### config.mk
export PLATFORM = sky130hd
export DESIGN_NAME = ndvrp_rot_cell
export DESIGN_NICKNAME = d
export VERILOG_FILES = /design/src/hw/rtl/ndvrp_pkg.sv /design/src/hw/rtl/ndvrp_rot_cell.sv
export SDC_FILE = /design/constraint.sdc
export NUM_CORES = 2
export LEC_CHECK = 0
export BUFFER_PORTS_ARGS = -buffer_cell sky130_fd_sc_hd__buf_4
export CORE_MARGIN = 5
export CORE_UTILIZATION = 30
export CTS_CLUSTER_DIAMETER = 120
export DETAILED_ROUTE_END_ITERATION = 8
export PLACE_DENSITY = 0.51
export SLEW_MARGIN = 20
export SYNTH_ARGS = -nofsm -noshare
export SYNTH_HDL_FRONTEND = slang
export SYNTH_SLANG_ARGS = --single-unit
### constraint.sdc
create_clock -name clk -period 22.5 [get_ports clk]
set_input_delay 4.5 -clock clk [delete_from_list [all_inputs] [get_ports clk]]
set_output_delay 4.5 -clock clk [all_outputs]
set_load 0.1 [all_outputs]
### src/hw/rtl/ndvrp_pkg.sv
// shared types, constants and helpers for the n-d vertex rotate / project block
package ndvrp_pkg;

  localparam int NUM_COORDS = 8;
  localparam int COORD_W    = 18;
  localparam int SCREEN_W   = 24;
  localparam int TRIG_W     = 16;
  localparam int TRIG_FRAC  = 14;
  localparam int DIM_W      = 4;
  localparam int BASE_W     = 8;
  localparam int CFG_W      = 16;
  localparam int CFG_IDX_W  = 2;
  localparam int ROT_W      = COORD_W + TRIG_W + 1;

  localparam int MAX_DIMENSION_DEF   = 8;
  localparam int COORD_FRAC_BITS_DEF = 14;

  localparam logic [CFG_IDX_W-1:0] REG_DIM  = 2'd0;
  localparam logic [CFG_IDX_W-1:0] REG_COS  = 2'd1;
  localparam logic [CFG_IDX_W-1:0] REG_SIN  = 2'd2;
  localparam logic [CFG_IDX_W-1:0] REG_BASE = 2'd3;

  localparam logic CMD_ROTATE  = 1'b0;
  localparam logic CMD_PROJECT = 1'b1;

  localparam logic [DIM_W-1:0]  DIM_RESET  = 4'd3;
  localparam logic [TRIG_W-1:0] COS_RESET  = 16'd16384;
  localparam logic [TRIG_W-1:0] SIN_RESET  = 16'd0;
  localparam logic [BASE_W-1:0] BASE_RESET = 8'd10;

  typedef logic signed [COORD_W-1:0]  coord_t;
  typedef logic signed [SCREEN_W-1:0] scr_t;

  typedef struct packed {
    logic                        valid;
    logic                        cmd;
    coord_t [NUM_COORDS-1:0]     v;
  } rot_item_t;

  typedef struct packed {
    logic                        valid;
    logic                        cmd;
    coord_t [NUM_COORDS-1:0]     v;
    scr_t   [NUM_COORDS-1:0]     w;
  } proj_item_t;

  // clamp a wide rotation sum into the coordinate range
  function automatic coord_t sat_coord(input logic [ROT_W-1:0] x);
    coord_t r;
    if (!x[ROT_W-1] && (|x[ROT_W-2:COORD_W-1])) begin
      r = {1'b0, {(COORD_W-1){1'b1}}};
    end else if (x[ROT_W-1] && !(&x[ROT_W-2:COORD_W-1])) begin
      r = {1'b1, {(COORD_W-1){1'b0}}};
    end else begin
      r = x[COORD_W-1:0];
    end
    return r;
  endfunction

endpackage

### src/hw/rtl/ndvrp_rot_cell.sv
// one rotation cell: rotates a single axis plane for rotate items within the dimension and registers the vertex
module ndvrp_rot_cell #(
  parameter int PLANE = 0
) (
  input  logic                                clk,
  input  logic                                rst,
  input  logic signed [ndvrp_pkg::TRIG_W-1:0] cos_value,
  input  logic signed [ndvrp_pkg::TRIG_W-1:0] sin_value,
  input  logic [ndvrp_pkg::DIM_W-1:0]         dim,
  input  ndvrp_pkg::rot_item_t                in_item,
  output ndvrp_pkg::rot_item_t                out_item
);

  localparam int PROD_W = ndvrp_pkg::COORD_W + ndvrp_pkg::TRIG_W;

  logic signed [ndvrp_pkg::COORD_W-1:0] a, b;
  logic signed [PROD_W-1:0]             ac, bs, as, bc;
  logic signed [ndvrp_pkg::ROT_W-1:0]   p, q;
  logic [ndvrp_pkg::ROT_W-1:0]          ps, qs;
  logic                                 active;
  ndvrp_pkg::coord_t [ndvrp_pkg::NUM_COORDS-1:0] v_next;

  always_comb begin
    a  = in_item.v[PLANE];
    b  = in_item.v[PLANE+1];
    ac = a * cos_value;
    bs = b * sin_value;
    as = a * sin_value;
    bc = b * cos_value;
    // round half up, then floor shift
    p  = ndvrp_pkg::ROT_W'(ac) - ndvrp_pkg::ROT_W'(bs)
         + ndvrp_pkg::ROT_W'(1 << (ndvrp_pkg::TRIG_FRAC - 1));
    q  = ndvrp_pkg::ROT_W'(as) + ndvrp_pkg::ROT_W'(bc)
         + ndvrp_pkg::ROT_W'(1 << (ndvrp_pkg::TRIG_FRAC - 1));
    ps = p >>> ndvrp_pkg::TRIG_FRAC;
    qs = q >>> ndvrp_pkg::TRIG_FRAC;
    active = (in_item.cmd == ndvrp_pkg::CMD_ROTATE) &&
             (dim > ndvrp_pkg::DIM_W'(PLANE + 1));
    v_next = in_item.v;
    if (active) begin
      v_next[PLANE]   = ndvrp_pkg::sat_coord(ps);
      v_next[PLANE+1] = ndvrp_pkg::sat_coord(qs);
    end
  end

  always_ff @(posedge clk) begin
    out_item.cmd <= in_item.cmd;
    out_item.v   <= v_next;
    if (rst) begin
      out_item.valid <= 1'b0;
    end else begin
      out_item.valid <= in_item.valid;
    end
  end

endmodule

==> results.json <==
{
  "antenna_found_initial": 12,
  "largest_reg_flops": 146,
  "cpPeakStageDelay_ns": 0.91,
  "crit_fanout": 36,
  "die_area_mm2": 0.166,
  "synth_flop_cell": "dfxtp_1",
  "worstPathRequired_ns": 22.91,
  "final_common_cell": "inv_1",
  "hpwl_mm": 102,
  "synth-simple-area-share_pct": 13.8,
  "netlist_instances": 4930,
  "syn-cell-area_mm2": 0.0473,
  "synth_top_family_by_area": "adder cells",
  "drt-vias-per-instance": 4.48,
  "htreeDepth": 4,
  "muxShareOfSynthArea_pct": 0.0423,
  "cts_hold_buffers": 0,
  "min_from": "in_item[124]",
  "cts_root_buffer": "clkbuf_16",
  "worst_setup_path_start_kind": "primary input",
  "critPathMostFrequentCell": "fa_1",
  "synthAdderAreaFrac_pct": 63.0,
  "worstSetupEndpointType": "register",
  "cts_sinks": 146,
  "via_count": 31900,
  "fin_crit_sh_pct": 61.0,
  "synth-edff-count": 0,
  "critical_path_class": "in2reg",
  "largest_register": "out_item",
  "seq_area_frac_synth_pct": 6.18,
  "detail-route-antenna-nets": 0,
  "finalSetupTns_ns": 0,
  "timing.fmax_mhz": 72.9,
  "synth_compound_area_share_pct": 2.65,
  "relSlewSlack_pct": 28.5,
  "grt_max_degree": 38,
  "finalHoldViolCount": 0,
  "max-cap-violations": 0,
  "drive_gt1_share_pct": 8.06,
  "hp-class": "in2reg",
  "synthToLayoutAreaGrowth_pct": 10.2,
  "drt_iter0_drc": 1702,
  "status": "finished, final reports clean",
  "ios": 330,
  "hold_depth": 1,
  "syn_avg_cell_area_um2": 9.59,
  "maxSlewViolCount": 0,
  "core-area_mm2": 0.156,
  "synth_nets": 6719,
  "grt_pass1_vias": 35400,
  "final_cell_mix": "inv_1, fa_1, nand2_1",
  "grt_pass1_wl_mm": 210,
  "cts_buffer_depth": 2,
  "largestRegisters": "out_item: 146 flops",
  "rsz0062_at_grt": "no",
  "synth_xor_area_share_pct": 1.36,
  "cp_data_arrival_time_ns": 14.13,
  "globalRouteOverflowTotal": 0,
  "place_congestion": 0.781,
  "grt_usage_pct": 16.6,
  "wl_mm": 132,
  "yosys_warnings": 0,
  "clkTransAtPathRegs_ns": 0.11,
  "drtPass1Iterations": 7,
  "floorplan.initialDensity_pct": 30.2,
  "cp_slowest_cell": "nor4_1",
  "ys_ff_latch": 146,
  "numCtsBuffers": 17,
  "route.detailed.wl_per_inst_um": 18.5,
  "tightest_slew_ns": 1.06,
  "drc": 0,
  "cts_tree": "yes",
  "synth-async-reset-ratio_pct": 0,
  "die_h_um": 407,
  "fin_crit_ns": 13.72,
  "fin_nets": 6839,
  "port_buffers": 328,
  "rows": 145,
  "cts-resized-gates": 0,
  "cts_setup_buffers": 0,
  "nFillCells": 16300,
  "die-width_um": 407,
  "finalSetupViolCount": 0,
  "hold_end": "out_item[124]",
  "synth_cell_types": 66
}
[cells by family after synthesis]
kind of cell / Yosys count
simple gates: 1316
buf+inv: 1621
fa+ha+maj: 1605
mux: 2
compound gates: 168
flops: 146
xor+xnor: 72
[metal layers]
| metal | GRT usage [%] | vias to the layer above | wire (µm) |
|---|---|---|---|
| met1 | 23.3 | 17000 | 58600 |
| met4 | 2.68 | 6 | 1680 |
| li1 | - | 14100 | - |
| met5 | 0 | - | 43 |
| met2 | 27.5 | 699 | 64500 |
| met3 | 2.93 | 71 | 7330 |
[cell type report]
class	instances	area, µm²	share of cell area (%)
multi-input cells	3163	38300	73.4
well taps	2058	2570	4.94
diodes	8	20.0	0.0384
repair buffers	337	2530	4.86
inverters	1385	5200	9.98
flip-flops and latches	146	2920	5.61
clock buffers	17	425	0.817
clock inverters	15	178	0.341
[worst max-delay path by stage]
stage	end	start	cells after the start	slack, ns
5_1_grt	out_item[10]	sin_value[0]	26	8.38
3_5_place_dp	out_item[10]	sin_value[0]	26	8.43
6_report	out_item[10]	sin_value[0]	27	8.78
2_1_floorplan	out_item[11]	in_item[35]	29	10.25
4_1_cts	out_item[10]	sin_value[0]	26	8.97
3_3_place_gp	out_item[10]	sin_value[0]	27	8.44
[per-stage QoR]
stage	setup slack [ns]	hold WS (ns)	cell area, µm²	std cells	utilization (%)
2_1_floorplan	10.25	4.53	47300	4930	-
5_1_grt	8.38	4.02	52100	7122	33.3
4_1_cts	8.97	3.99	52100	7120	33.3
3_5_place_dp	8.43	4.61	51500	7088	32.9
3_3_place_gp	8.44	4.60	51500	7088	32.9
6_report	8.78	4.07	52100	7129	33.3
[critical path, delay by kind of cell]
family / cells / cell delay, ns
fa+ha+maj: 9 / 4.11
compound gates: 7 / 2.48
buf+inv: 8 / 1.58
simple gates: 3 / 1.41
[cell usage after synthesis (8+ instances only)]
master | count | share of area [%]
inv_1 | 1384 | 11
fa_1 | 1293 | 55
nand2_1 | 593 | 4.7
and2_1 | 552 | 7.3
ha_1 | 312 | 8.3
clkbuf_1 | 228 | 1.8
dfxtp_1 | 146 | 6.2
nor2_1 | 87 | 0.69
xnor2_1 | 53 | 0.98
a21oi_1 | 42 | 0.44
nand2b_1 | 26 | 0.34
o21ai_0 | 26 | 0.28
xor2_1 | 18 | 0.33
a21o_1 | 16 | 0.25
nor3_1 | 12 | 0.13
nand3_1 | 11 | 0.12
a22oi_2 | 10 | 0.26
o21a_1 | 8 | 0.13
Power is not shown: default switching activity piles up to over one toggle a cycle in this logic, so the estimate is an artifact.
